[src/rtl/fdf_pkg.sv]
// Shared types and constants of the sync/length/Fletcher-16 frame deframer.
`timescale 1ns / 1ps
`default_nettype none

package fdf_pkg;

    // Sync pattern and framing constants.
    localparam logic [7:0]  SYNC_FIRST   = 8'hC0;
    localparam logic [7:0]  SYNC_SECOND  = 8'h3E;
    localparam logic [8:0]  FLETCHER_MOD = 9'd255;

    // Frame positions; the payload starts after the four header bytes.
    localparam logic [12:0] POS_HUNT     = 13'd0;
    localparam logic [12:0] POS_SYNC     = 13'd1;
    localparam logic [12:0] POS_LEN_HI   = 13'd2;
    localparam logic [12:0] POS_LEN_LO   = 13'd3;
    localparam logic [12:0] HEADER_BYTES = 13'd4;

    // Reset value of the payload length limit.
    localparam logic [11:0] MAX_LEN_RESET = 12'd256;

    // Event codes of a result.
    localparam logic [2:0] EV_NONE     = 3'd0;
    localparam logic [2:0] EV_PAYLOAD  = 3'd1;
    localparam logic [2:0] EV_GOOD     = 3'd2;
    localparam logic [2:0] EV_LENGTH   = 3'd3;
    localparam logic [2:0] EV_CHECKSUM = 3'd4;

    // Depth of the queue between the front and the back.
    localparam int QUEUE_DEPTH = 2;

    // Class of a request as decided by the front.
    typedef enum logic [1:0] {
        KIND_BYTE = 2'd0,
        KIND_LOST = 2'd1,
        KIND_SKIP = 2'd2
    } t_kind;

    // A classified request as it travels from the front to the back.
    typedef struct packed {
        t_kind      kind;
        logic [1:0] channel;
        logic [7:0] data;
        logic       is_sync1;
        logic       is_sync2;
    } t_item;

endpackage

`default_nettype wire

[src/rtl/fletcher16_frame_deframer.sv]
// Top level of the per-channel sync/length/Fletcher-16 byte deframer.
//
//  Channel   Direction  Handshake           Payload
//  request   in         i_valid / o_ready   i_opcode, i_channel, i_data_byte
//  result    out        o_valid / i_ready   o_out_channel, o_event_res, o_payload_byte,
//                                           o_payload_length, four 32-bit counters
//  config    in         i_cfg_wr_en         i_cfg_wr_data (payload length limit)
//
// One request is taken per clock cycle while o_ready is high, and every request gives
// exactly one result. A request is captured in the front register when it is accepted,
// then written into the two-entry queue, and from there loaded into the result register.
// The back stage updates a channel's state as it takes the request, so requests for the
// same channel may follow each other with no gap. When the result side stalls, the queue
// and the front register fill before o_ready falls. Reset is synchronous and active low;
// it clears every channel to hunting, zeroes the counters and sets the limit to 256.
`timescale 1ns / 1ps
`default_nettype none

module fletcher16_frame_deframer #(
    parameter int CHANNELS = 4
) (
    input  wire         i_clk,
    input  wire         i_rst_n,
    input  wire         i_cfg_wr_en,
    input  wire  [11:0] i_cfg_wr_data,
    input  wire         i_valid,
    output logic        o_ready,
    input  wire         i_opcode,
    input  wire  [1:0]  i_channel,
    input  wire  [7:0]  i_data_byte,
    output logic        o_valid,
    input  wire         i_ready,
    output logic [1:0]  o_out_channel,
    output logic [2:0]  o_event_res,
    output logic [7:0]  o_payload_byte,
    output logic [11:0] o_payload_length,
    output logic [31:0] o_parse_error_count,
    output logic [31:0] o_checksum_error_count,
    output logic [31:0] o_frame_count,
    output logic [31:0] o_byte_count
);

    // Classified requests between the front and the queue.
    logic           fe_valid;
    logic           fe_ready;
    fdf_pkg::t_item fe_item;

    // Requests leaving the queue for the back stage.
    logic           q_valid;
    logic           q_ready;
    fdf_pkg::t_item q_item;

    // The front registers each request and decides whether it is a data byte,
    // a connection loss, or a request for a channel that does not exist. It
    // also flags the two sync byte values so the back stage need not compare.
    fdf_front #(
        .CHANNELS     (CHANNELS)
    ) u_front (
        .i_clk        (i_clk),
        .i_rst_n      (i_rst_n),
        .i_valid      (i_valid),
        .o_ready      (o_ready),
        .i_opcode     (i_opcode),
        .i_channel    (i_channel),
        .i_data_byte  (i_data_byte),
        .o_push_valid (fe_valid),
        .i_push_ready (fe_ready),
        .o_push_item  (fe_item)
    );

    // The queue lets the front keep taking requests while the result side is
    // stalled, until the queue and the front register are full.
    fdf_queue u_queue (
        .i_clk        (i_clk),
        .i_rst_n      (i_rst_n),
        .i_push_valid (fe_valid),
        .o_push_ready (fe_ready),
        .i_push_item  (fe_item),
        .o_pop_valid  (q_valid),
        .i_pop_ready  (q_ready),
        .o_pop_item   (q_item)
    );

    // The back stage holds the per-channel frame position, length and running
    // Fletcher sums, the global counters and the length limit. It advances one
    // channel per request and loads the result register in the same cycle; the
    // counters are shown straight from their registers, which only move when a
    // new result is loaded, so they always match the result on display.
    fdf_back #(
        .CHANNELS               (CHANNELS)
    ) u_back (
        .i_clk                  (i_clk),
        .i_rst_n                (i_rst_n),
        .i_cfg_wr_en            (i_cfg_wr_en),
        .i_cfg_wr_data          (i_cfg_wr_data),
        .i_item_valid           (q_valid),
        .o_item_ready           (q_ready),
        .i_item                 (q_item),
        .o_valid                (o_valid),
        .i_ready                (i_ready),
        .o_out_channel          (o_out_channel),
        .o_event_res            (o_event_res),
        .o_payload_byte         (o_payload_byte),
        .o_payload_length       (o_payload_length),
        .o_parse_error_count    (o_parse_error_count),
        .o_checksum_error_count (o_checksum_error_count),
        .o_frame_count          (o_frame_count),
        .o_byte_count           (o_byte_count)
    );

endmodule

`default_nettype wire

[src/rtl/fdf_front.sv]
// Front stage: accepts requests, classifies them and hands them to the queue.
`timescale 1ns / 1ps
`default_nettype none

module fdf_front #(
    parameter int CHANNELS = 4
) (
    input  wire               i_clk,
    input  wire               i_rst_n,
    input  wire               i_valid,
    output logic              o_ready,
    input  wire               i_opcode,
    input  wire  [1:0]        i_channel,
    input  wire  [7:0]        i_data_byte,
    output logic              o_push_valid,
    input  wire               i_push_ready,
    output fdf_pkg::t_item    o_push_item
);

    logic           r_valid;
    fdf_pkg::t_item r_item;
    fdf_pkg::t_item n_item;
    logic           accept;

    assign o_ready = !r_valid || i_push_ready;
    assign accept  = i_valid && o_ready;

    // Channels beyond the configured count are passed on as no-ops.
    always_comb begin
        n_item.channel  = i_channel;
        n_item.data     = i_data_byte;
        n_item.is_sync1 = (i_data_byte == fdf_pkg::SYNC_FIRST);
        n_item.is_sync2 = (i_data_byte == fdf_pkg::SYNC_SECOND);
        if (5'(i_channel) >= 5'(CHANNELS)) begin
            n_item.kind = fdf_pkg::KIND_SKIP;
        end else if (i_opcode) begin
            n_item.kind = fdf_pkg::KIND_LOST;
        end else begin
            n_item.kind = fdf_pkg::KIND_BYTE;
        end
    end

    always_ff @(posedge i_clk) begin
        if (!i_rst_n) begin
            r_valid <= 1'b0;
        end else if (accept) begin
            r_valid <= 1'b1;
        end else if (i_push_ready) begin
            r_valid <= 1'b0;
        end
    end

    always_ff @(posedge i_clk) begin
        if (accept) begin
            r_item <= n_item;
        end
    end

    assign o_push_valid = r_valid;
    assign o_push_item  = r_item;

endmodule

`default_nettype wire

[src/rtl/fdf_queue.sv]
// Short FIFO that decouples the front from the back.
`timescale 1ns / 1ps
`default_nettype none

module fdf_queue (
    input  wire                 i_clk,
    input  wire                 i_rst_n,
    input  wire                 i_push_valid,
    output logic                o_push_ready,
    input  wire fdf_pkg::t_item i_push_item,
    output logic                o_pop_valid,
    input  wire                 i_pop_ready,
    output fdf_pkg::t_item      o_pop_item
);

    localparam int DEPTH = fdf_pkg::QUEUE_DEPTH;
    localparam int PTR_W = (DEPTH > 1) ? $clog2(DEPTH) : 1;
    localparam int CNT_W = $clog2(DEPTH + 1);

    fdf_pkg::t_item   r_mem [DEPTH];
    logic [PTR_W-1:0] r_wr_ptr;
    logic [PTR_W-1:0] r_rd_ptr;
    logic [CNT_W-1:0] r_count;
    logic             push;
    logic             pop;

    assign o_push_ready = (r_count != CNT_W'(DEPTH));
    assign o_pop_valid  = (r_count != '0);
    assign push         = i_push_valid && o_push_ready;
    assign pop          = o_pop_valid && i_pop_ready;
    assign o_pop_item   = r_mem[r_rd_ptr];

    always_ff @(posedge i_clk) begin
        if (!i_rst_n) begin
            r_wr_ptr <= '0;
            r_rd_ptr <= '0;
            r_count  <= '0;
        end else begin
            if (push) begin
                r_wr_ptr <= (r_wr_ptr == PTR_W'(DEPTH - 1)) ? '0 : r_wr_ptr + 1'b1;
            end
            if (pop) begin
                r_rd_ptr <= (r_rd_ptr == PTR_W'(DEPTH - 1)) ? '0 : r_rd_ptr + 1'b1;
            end
            if (push && !pop) begin
                r_count <= r_count + 1'b1;
            end else if (pop && !push) begin
                r_count <= r_count - 1'b1;
            end
        end
    end

    always_ff @(posedge i_clk) begin
        if (push) begin
            r_mem[r_wr_ptr] <= i_push_item;
        end
    end

endmodule

`default_nettype wire

[src/rtl/fdf_back.sv]
// Back stage: per-channel framing state, Fletcher-16 sums, counters and result register.
`timescale 1ns / 1ps
`default_nettype none

module fdf_back #(
    parameter int CHANNELS = 4
) (
    input  wire                 i_clk,
    input  wire                 i_rst_n,
    input  wire                 i_cfg_wr_en,
    input  wire  [11:0]         i_cfg_wr_data,
    input  wire                 i_item_valid,
    output logic                o_item_ready,
    input  wire fdf_pkg::t_item i_item,
    output logic                o_valid,
    input  wire                 i_ready,
    output logic [1:0]          o_out_channel,
    output logic [2:0]          o_event_res,
    output logic [7:0]          o_payload_byte,
    output logic [11:0]         o_payload_length,
    output logic [31:0]         o_parse_error_count,
    output logic [31:0]         o_checksum_error_count,
    output logic [31:0]         o_frame_count,
    output logic [31:0]         o_byte_count
);

    localparam int IDX_W = (CHANNELS > 1) ? $clog2(CHANNELS) : 1;

    // Per-channel state.
    logic [12:0] r_pos   [CHANNELS];
    logic [15:0] r_len   [CHANNELS];
    logic [7:0]  r_sum_lo[CHANNELS];
    logic [7:0]  r_sum_hi[CHANNELS];
    logic [7:0]  r_chk_hi[CHANNELS];

    logic [11:0] r_max_len;
    logic [31:0] r_parse_errs;
    logic [31:0] r_cksum_errs;
    logic [31:0] r_good_frames;
    logic [31:0] r_good_bytes;

    logic        r_out_valid;
    logic [1:0]  r_out_channel;
    logic [2:0]  r_out_event;
    logic [7:0]  r_out_byte;
    logic [11:0] r_out_length;

    logic             take;
    logic             wr_en;
    logic [4:0]       ch_ext;
    logic [IDX_W-1:0] idx;

    logic [12:0] pos;
    logic [15:0] len;
    logic [7:0]  sum_lo;
    logic [7:0]  sum_hi;
    logic [7:0]  chk_hi;
    logic [15:0] full_len;
    logic [12:0] end_pos;
    logic [8:0]  sum1_raw;
    logic [7:0]  sum1;
    logic [8:0]  sum2_raw;
    logic [7:0]  sum2;

    logic [12:0] n_pos;
    logic [15:0] n_len;
    logic [7:0]  n_sum_lo;
    logic [7:0]  n_sum_hi;
    logic [7:0]  n_chk_hi;
    logic [2:0]  n_event;
    logic [7:0]  n_byte;
    logic [11:0] n_length;
    logic        inc_parse;
    logic        inc_cksum;
    logic        inc_good;

    assign o_item_ready = !r_out_valid || i_ready;
    assign take         = i_item_valid && o_item_ready;
    assign wr_en        = (i_item.kind != fdf_pkg::KIND_SKIP);
    assign ch_ext       = 5'(i_item.channel);
    assign idx          = ch_ext[IDX_W-1:0];

    assign pos    = r_pos[idx];
    assign len    = r_len[idx];
    assign sum_lo = r_sum_lo[idx];
    assign sum_hi = r_sum_hi[idx];
    assign chk_hi = r_chk_hi[idx];

    assign full_len = {len[15:8], i_item.data};
    assign end_pos  = 13'(len[11:0]) + fdf_pkg::HEADER_BYTES;

    // Both running sums stay below 255, so one conditional subtract reduces each.
    assign sum1_raw = {1'b0, sum_lo} + {1'b0, i_item.data};
    assign sum1     = (sum1_raw >= fdf_pkg::FLETCHER_MOD) ?
                      8'(sum1_raw - fdf_pkg::FLETCHER_MOD) : sum1_raw[7:0];
    assign sum2_raw = {1'b0, sum_hi} + {1'b0, sum1};
    assign sum2     = (sum2_raw >= fdf_pkg::FLETCHER_MOD) ?
                      8'(sum2_raw - fdf_pkg::FLETCHER_MOD) : sum2_raw[7:0];

    always_comb begin
        n_pos     = pos;
        n_len     = len;
        n_sum_lo  = sum_lo;
        n_sum_hi  = sum_hi;
        n_chk_hi  = chk_hi;
        n_event   = fdf_pkg::EV_NONE;
        n_byte    = '0;
        n_length  = '0;
        inc_parse = 1'b0;
        inc_cksum = 1'b0;
        inc_good  = 1'b0;
        unique case (i_item.kind)
            fdf_pkg::KIND_LOST: begin
                n_pos = fdf_pkg::POS_HUNT;
            end
            fdf_pkg::KIND_BYTE: begin
                priority if (pos == fdf_pkg::POS_HUNT) begin
                    if (i_item.is_sync1) begin
                        n_pos = fdf_pkg::POS_SYNC;
                    end
                end else if (pos == fdf_pkg::POS_SYNC) begin
                    if (i_item.is_sync2) begin
                        n_pos = fdf_pkg::POS_LEN_HI;
                    end else if (!i_item.is_sync1) begin
                        n_pos = fdf_pkg::POS_HUNT;
                    end
                end else if (pos == fdf_pkg::POS_LEN_HI) begin
                    n_len = {i_item.data, 8'h00};
                    n_pos = fdf_pkg::POS_LEN_LO;
                end else if (pos == fdf_pkg::POS_LEN_LO) begin
                    n_len = full_len;
                    if (full_len > {4'h0, r_max_len}) begin
                        inc_parse = 1'b1;
                        n_pos     = fdf_pkg::POS_HUNT;
                        n_event   = fdf_pkg::EV_LENGTH;
                    end else begin
                        n_sum_lo = '0;
                        n_sum_hi = '0;
                        n_pos    = fdf_pkg::HEADER_BYTES;
                    end
                end else if (pos < end_pos) begin
                    n_sum_lo = sum1;
                    n_sum_hi = sum2;
                    n_pos    = pos + 13'd1;
                    n_event  = fdf_pkg::EV_PAYLOAD;
                    n_byte   = i_item.data;
                end else if (pos == end_pos) begin
                    n_chk_hi = i_item.data;
                    n_pos    = pos + 13'd1;
                end else begin
                    n_pos = fdf_pkg::POS_HUNT;
                    if ((chk_hi == sum_hi) && (i_item.data == sum_lo)) begin
                        inc_good = 1'b1;
                        n_event  = fdf_pkg::EV_GOOD;
                        n_length = len[11:0];
                    end else begin
                        inc_cksum = 1'b1;
                        n_event   = fdf_pkg::EV_CHECKSUM;
                    end
                end
            end
            default: begin
            end
        endcase
    end

    always_ff @(posedge i_clk) begin
        if (!i_rst_n) begin
            for (int c = 0; c < CHANNELS; c++) begin
                r_pos[c] <= fdf_pkg::POS_HUNT;
            end
        end else if (take && wr_en) begin
            r_pos[idx] <= n_pos;
        end
    end

    always_ff @(posedge i_clk) begin
        if (take && wr_en) begin
            r_len[idx]    <= n_len;
            r_sum_lo[idx] <= n_sum_lo;
            r_sum_hi[idx] <= n_sum_hi;
            r_chk_hi[idx] <= n_chk_hi;
        end
    end

    always_ff @(posedge i_clk) begin
        if (!i_rst_n) begin
            r_max_len     <= fdf_pkg::MAX_LEN_RESET;
            r_parse_errs  <= '0;
            r_cksum_errs  <= '0;
            r_good_frames <= '0;
            r_good_bytes  <= '0;
            r_out_valid   <= 1'b0;
        end else begin
            if (i_cfg_wr_en) begin
                r_max_len <= i_cfg_wr_data;
            end
            if (take) begin
                r_out_valid <= 1'b1;
                if (inc_parse) begin
                    r_parse_errs <= r_parse_errs + 32'd1;
                end
                if (inc_cksum) begin
                    r_cksum_errs <= r_cksum_errs + 32'd1;
                end
                if (inc_good) begin
                    r_good_frames <= r_good_frames + 32'd1;
                    r_good_bytes  <= r_good_bytes + 32'(len[11:0]);
                end
            end else if (i_ready) begin
                r_out_valid <= 1'b0;
            end
        end
    end

    always_ff @(posedge i_clk) begin
        if (take) begin
            r_out_channel <= i_item.channel;
            r_out_event   <= n_event;
            r_out_byte    <= n_byte;
            r_out_length  <= n_length;
        end
    end

    assign o_valid                = r_out_valid;
    assign o_out_channel          = r_out_channel;
    assign o_event_res            = r_out_event;
    assign o_payload_byte         = r_out_byte;
    assign o_payload_length       = r_out_length;
    assign o_parse_error_count    = r_parse_errs;
    assign o_checksum_error_count = r_cksum_errs;
    assign o_frame_count          = r_good_frames;
    assign o_byte_count           = r_good_bytes;

endmodule

`default_nettype wire

[config.mk]
export PLATFORM = sky130hd
export DESIGN_NAME = fletcher16_frame_deframer
export DESIGN_NICKNAME = d
export VERILOG_FILES = /design/src/rtl/fdf_pkg.sv /design/src/rtl/fletcher16_frame_deframer.sv /design/src/rtl/fdf_front.sv /design/src/rtl/fdf_queue.sv /design/src/rtl/fdf_back.sv
export SDC_FILE = /design/constraint.sdc
export NUM_CORES = 1
export LEC_CHECK = 0
export BUFFER_PORTS_ARGS = -buffer_cell sky130_fd_sc_hd__buf_2
export CORE_MARGIN = 3
export CORE_UTILIZATION = 55
export CTS_BUF_LIST = sky130_fd_sc_hd__clkbuf_4 sky130_fd_sc_hd__clkbuf_8 sky130_fd_sc_hd__clkbuf_16
export CTS_CLUSTER_SIZE = 16
export DETAILED_ROUTE_END_ITERATION = 7
export PLACE_DENSITY = 0.86
export SYNTH_ARGS = -nofsm -noshare
export SYNTH_HDL_FRONTEND = slang
export SYNTH_SLANG_ARGS = --single-unit
[constraint.sdc]
create_clock -name i_clk -period 11.1 [get_ports i_clk]
set_input_delay 2.22 -clock i_clk [delete_from_list [all_inputs] [get_ports i_clk]]
set_output_delay 2.22 -clock i_clk [all_outputs]
set_load 0.05 [all_outputs]
## Word level (Yosys, flattened, before mapping)

Memories as Yosys holds them, arrays and structs flattened. A register that Yosys moved wholly into a read port is not among the register bits.
Index checks and enable logic that the tools add are counted.

| operators by class | value |
|---|---|
| order comparisons | 4 |
| bitwise operators | 3 |
| $add $sub $neg | 14 |
| equality and inequality tests | 11 |
| reduce and logical (&&, ||, !) cells | 26 |
| muxes and demuxes | 87 |

Operators with widths:

| cell | count |
|---|---|
| $mux W8 | 24 |
| $mux W13 | 10 |
| $add A32 B1 Y32 const B | 3 |
| $mux W16 | 4 |
| $mux W1 | 39 |
| $add A32 B12 Y32 | 1 |
| $eq A13 B2 Y1 const B | 2 |
| $pmux W13 S2 | 1 |
| $add A8 B8 Y9 | 2 |
| $ge A9 B8 Y1 const B | 2 |
| $eq A8 B8 Y1 | 2 |
| $gt A16 B12 Y1 | 1 |
| $sub A8 B8 Y8 const B | 2 |
| $mux W3 | 5 |
| $add A12 B3 Y13 const B | 1 |
| $add A13 B1 Y13 const B | 1 |
| $eq A13 B1 Y1 const B | 1 |
| $eq A13 B13 Y1 | 1 |
| $logic_not A13 Y1 | 1 |
| $lt A13 B13 Y1 | 1 |
| $reduce_or A13 Y1 | 1 |
| $eq A8 B6 Y1 const B | 1 |
| $eq A8 B8 Y1 const B | 1 |
| $mux W2 | 4 |
| 15 further kinds | 34 |

| storage, ports and cells | value |
|---|---|
| output and inout port bits | 155 |
| register bits | 185 |
| memories | 6 |
| bits in writable memories | 240 |
| input bits | 28 |
| word-level logic and storage cells | 170 |

Memories:

| memory | depth | bits a word | rd ports | clocked after Yosys merged registers in | write ports | line | RTL |
|---|---|---|---|---|---|---|---|
| u_back.r_len | 4 | 16 | 1 | 0 | 1 | fdf_back.sv:31 | `logic [15:0] r_len [CHANNELS];` |
| u_back.r_pos | 4 | 13 | 1 | 0 | 4 | fdf_back.sv:30 | `logic [12:0] r_pos [CHANNELS];` |
| u_back.r_chk_hi | 4 | 8 | 1 | 0 | 1 | fdf_back.sv:34 | `logic [7:0] r_chk_hi[CHANNELS];` |
| u_back.r_sum_hi | 4 | 8 | 1 | 0 | 1 | fdf_back.sv:33 | `logic [7:0] r_sum_hi[CHANNELS];` |
| u_back.r_sum_lo | 4 | 8 | 1 | 0 | 1 | fdf_back.sv:32 | `logic [7:0] r_sum_lo[CHANNELS];` |
| u_queue.r_mem | 2 | 14 | 1 | 1 | 1 | fdf_queue.sv:20 | `fdf_pkg::t_item r_mem [DEPTH];` |

## Depth between registers and ports, before layout

An unclocked memory read counts as a cell.

| logic depth | value |
|---|---|
| depth in word-level cells | 13 |
| gate-level depth with buffers | 34 |
| mapped depth without buffers | 27 |

## Hierarchy

Synthesis repeated with hierarchy kept, for this count alone.

| unflattened totals | value |
|---|---|
| cell total of the unflattened synthesis | 1749 |
| area, all modules | 20347.0 sq um |

By module, submodules not included:

| module | instances | area an instance (sq um) | seq. area each (sq um) | cells each |
|---|---|---|---|---|
| fdf_back | 1 | 18612.9 | 9939.5 | 1656 |
| fdf_queue | 1 | 1246.2 | 940.9 | 67 |
| fdf_front | 1 | 488.0 | 410.4 | 26 |

## Worst setup path after synthesis

OpenSTA, ideal clock, no wires.

| timing | value |
|---|---|
| path type | reg-to-reg |
| start | register with a tool-made name |
| end | memory u_back.r_sum_hi[0][2], data pin |
| data arrival time | 7.248 ns |
| library setup time | 0.266 ns |
| required time | 10.834 ns |
| setup slack | 3.586 ns |
| clock period less this slack | 7.514 ns |
| stages on the path, launching flop included | 33 |
| path buffers | 7 |
| cells stage by stage | dfxtp_1 -> buf_4 -> mux2i_4 -> buf_2 -> buf_2 -> buf_1 -> buf_1 -> buf_2 -> buf_1 -> nand2_1 -> and3_1 -> a31oi_1 -> ha_1 -> inv_1 -> fa_1 -> nand2b_1 -> a21oi_1 -> xor2_1 -> a311o_2 -> nand3_2 -> nand3_1 -> xor2_1 -> ha_1 -> fa_1 -> and3_1 -> nand3_1 -> nor3b_1 -> or4b_2 -> nand4_2 -> nor4_2 -> a31oi_4 -> or3_1 -> a32o_1 |

RTL lines:

| element | line |
|---|---|
| to (decl) | fdf_back.sv:33 |

==> flow_summary.yaml <==
clock_network:
  cts_tree: "done"
  clkTransAtPathRegs_ns: 0.06
  cts_buffer_depth: 3
  clkLatencyLatePin_ns: 0.55
  clock_sinks: 423
  h-tree-depth: 2
  cts_resized: 0
  cts_hold_buf: 0
  clk_root_buffer_cell: "clkbuf_16"
  post-cts-setup-buffers: 0
  cts_buffers: 43
hold_path:
  min_path_type: "flip-flop to flip-flop"
worst_setup_path:
  slowest_delay_ns: 0.89
  reg2reg_slack_ns: 2.85
  arrival_ns: 8.53
  critPathCaptureType: "flip-flop"
  critical_path.slowest_cell: "dfxtp_1"
  critical_path_class: "flip-flop to flip-flop"
  start_kind: "flip-flop"
  cp_max_fo: 49
  required_ns: 11.38
placement:
  port_buffers: 182
  place_congestion: 0.944
  dp_cells: 2704
  hpwl_mm: 38.1
  place_ws_ns: 3.06
global_routing:
  grt_util_met2_pct: 45.4
  grt_use_met1_pct: 32.5
  grt-busiest-layer: "met2"
  grt_pass1_vias: 16900
  grt.met3_usage_pct: 7.01
  grt_max_degree: 86
  grt_use_total_pct: 27.0
  grt_pass1_wl_mm: 89.1
  antenna_found_initial: 1
  grt_overflow: 0
yosys:
  ys_types: 85
  synth_fa_ha_area_share_pct: 4.20
  synth_top_family_by_area: "simple AND/OR/NAND/NOR gates"
  synth-simple-area-share_pct: 20.9
  ys_warn_count: 0
  syn-num-nets: 2174
  ys_seq_elements: 423
  synth_area_um2: 21100
  async_flop_share_pct: 0
  synth.avg_cell_area_um2: 10.1
  synth-seq-area-share_pct: 53.3
  synth_edf_count: 276
  synthFlopType: "edfxtp_1"
  synth_compound_area_share_pct: 9.44
  synth_xor_xnor_area_share_pct: 5.81
  syn_inst: 2077
  muxShareOfSynthArea_pct: 2.87
timing:
  rsz0062_at_grt: "no"
  fin_ws_ns: 2.85
  finalSetupViolations: 0
  whs_ns: 0.444
  max_freq_ghz: 0.121
  finClkSkew_ns: 0.0192
  maxSlewViolCount: 0
  maxSlewHeadroom_pct: 25.1
  min_period_ns: 8.25
  tns_ns: 0
  hold_violations: 0
  worst_pin_slew_ns: 1.11
  fin_crit_sh_pct: 74.4
finish:
  finalNonFillerCells: 2781
  drive_gt1_share_pct: 14.8
  area_growth_pct: 13.4
  nets: 2335
  fin_util_pct: 63.3
  antenna_cells: 0
  num-fill-cells: 2819
power_and_ir_drop:
  ir_drop_mv: 0.238
  power.density_nw_per_um2: 292
  p_leak_nw: 9.12
drt:
  routed_via_density: 6.11
  wl_mm: 56.4
  dr.pass1.iters: 5
  wire_per_inst_um: 20.3
  final_antenna_net_count: 0
  dr_total_vias: 17000
  drcViolationCount: 0
  first_iter_violations: 1717
floorplanning:
  initial_core_util_pct: 55.8
  fp-row-count: 71
  die_area_um2: 40700
  core_um2: 37800
  die_x_um: 202
  die_h_um: 202
  io_pins: 183
job:
  maxCapViolCount: 0
status:
  status: "finished, final reports clean"
==> power breakdown <==
group | internal, W | switching (W) | leakage (nW)
clock | 0.000867 | 0.000598 | 0.697
combinational | 0.00111 | 0.00223 | 4.62
sequential | 0.00207 | 0.0000926 | 3.80
total | 0.00405 | 0.00292 | 9.12
==> worst max-delay path: cells and delay by family (launching register included) <==
family | cells | cell delay (ns)
XOR/XNOR | 2 | 0.44
multiplexers | 1 | 0.34
AO/OA/AOI/OAI | 6 | 1.26
buffers and inverters | 3 | 1.19
AND/OR/NAND/NOR | 11 | 2.60
flip-flops | 1 | 0.89
adder cells (fa/ha/maj) | 4 | 1.22
==> layout make-up <==
cell class	count	area [um^2]	area share [%]
sequential	423	11200	47.0
multi-input combinational	1465	9120	38.2
clock buffer	57	1180	4.94
timing repair buffer	211	1130	4.72
tap	511	639	2.68
inverter	94	357	1.49
clock inverter	20	234	0.979
==> synth_stat cells (11+ instances only) <==
cell      number  area (um^2)
xor2_1        32          280
o21ai_0       74          370
and3_1        68          425
nand2_1      299         1120
edfxtp_1     276         8290
buf_1         14         52.6
o21a_1        12         90.1
a21o_1        20          150
nand4_1       32          200
or3_1         47          294
nor4_1        34          213
dfxtp_1      147         2940
nand3_1       69          345
ha_1          66          826
xnor2_1      106          928
nor2_1       170          638
nand2b_1      11         68.8
clkbuf_1      68          255
a21oi_1       85          425
nor3_1        84          420
mux2i_1       48          480
inv_1         91          342
a31oi_1       37          231
and2_1        13         81.3
==> worst paths after layout <==
kind                                         start                               to  cells after the start
setup / recovery                         flip-flop  u_back.r_sum_hi[3][2]$_DFFE_PP_                     27
hold reg to reg   u_front.o_push_item[5]$_DFFE_PP_    u_queue.r_mem[1][5]$_DFFE_PP_                      0
setup reg to reg                         flip-flop  u_back.r_sum_hi[3][2]$_DFFE_PP_                     27
hold / removal    u_front.o_push_item[5]$_DFFE_PP_    u_queue.r_mem[1][5]$_DFFE_PP_                      0
==> state kept, by name, summed over array words and instances (netlist names), named ones only <==
name and count:
u_back.o_event_res 3, u_front.o_push_valid 1, u_back.o_out_channel 2, u_queue.r_count 2, u_back.o_frame_count 32, u_queue.r_wr_ptr 1, u_back.o_byte_count 32, u_back.o_checksum_error_count 32
u_queue.r_mem 26, u_back.r_sum_lo 32, u_back.o_valid 1, u_back.r_pos 52, u_back.o_parse_error_count 32, u_back.r_sum_hi 32, u_queue.r_rd_ptr 1, u_back.o_payload_length 12
u_back.o_payload_byte 8, u_back.r_chk_hi 32, u_back.r_len 64, u_back.r_max_len 12, u_front.o_push_item 13
==> metrics by stage <==
step	power, W	cell area (um^2)
5_1_grt	0.00734	23900
3_5_place_dp	0.00543	22500
6_report	0.00697	23900
4_1_cts	0.00691	23900
3_3_place_gp	0.00531	22500
2_1_floorplan	0.00459	21100
==> cell usage in the layout (no fill, tap or decap), types with 20 or more instances in the layout <==
cell type	n
nand2_1	299
edfxtp_1	276
buf_2	182
nor2_1	170
dfxtp_1	147
xnor2_1	106
inv_1	91
a21oi_1	85
nor3_1	80
o21ai_0	74
nand3_1	69
and3_1	68
ha_1	66
mux2i_1	48
or3_1	47
clkbuf_16	43
a31oi_1	37
nor4_1	34
nand4_1	32
xor2_1	32
buf_4	29
a21o_1	20
==> cell families (layout without fill, tap and decap cells) <==
group,after synthesis,after routing
mux,56,56
simple gates,893,893
xor+xnor,139,139
flops,423,423
buf+inv,189,382
compound gates,308,308
fa+ha+maj,69,69
==> layer usage <==
metal / share of wire (%) / wire, um
met5: 0 / 0
met3: 11 / 5960
met4: 5.1 / 2890
met1: 37 / 20700
met2: 48 / 26900
(Power assumes the default switching activity.)
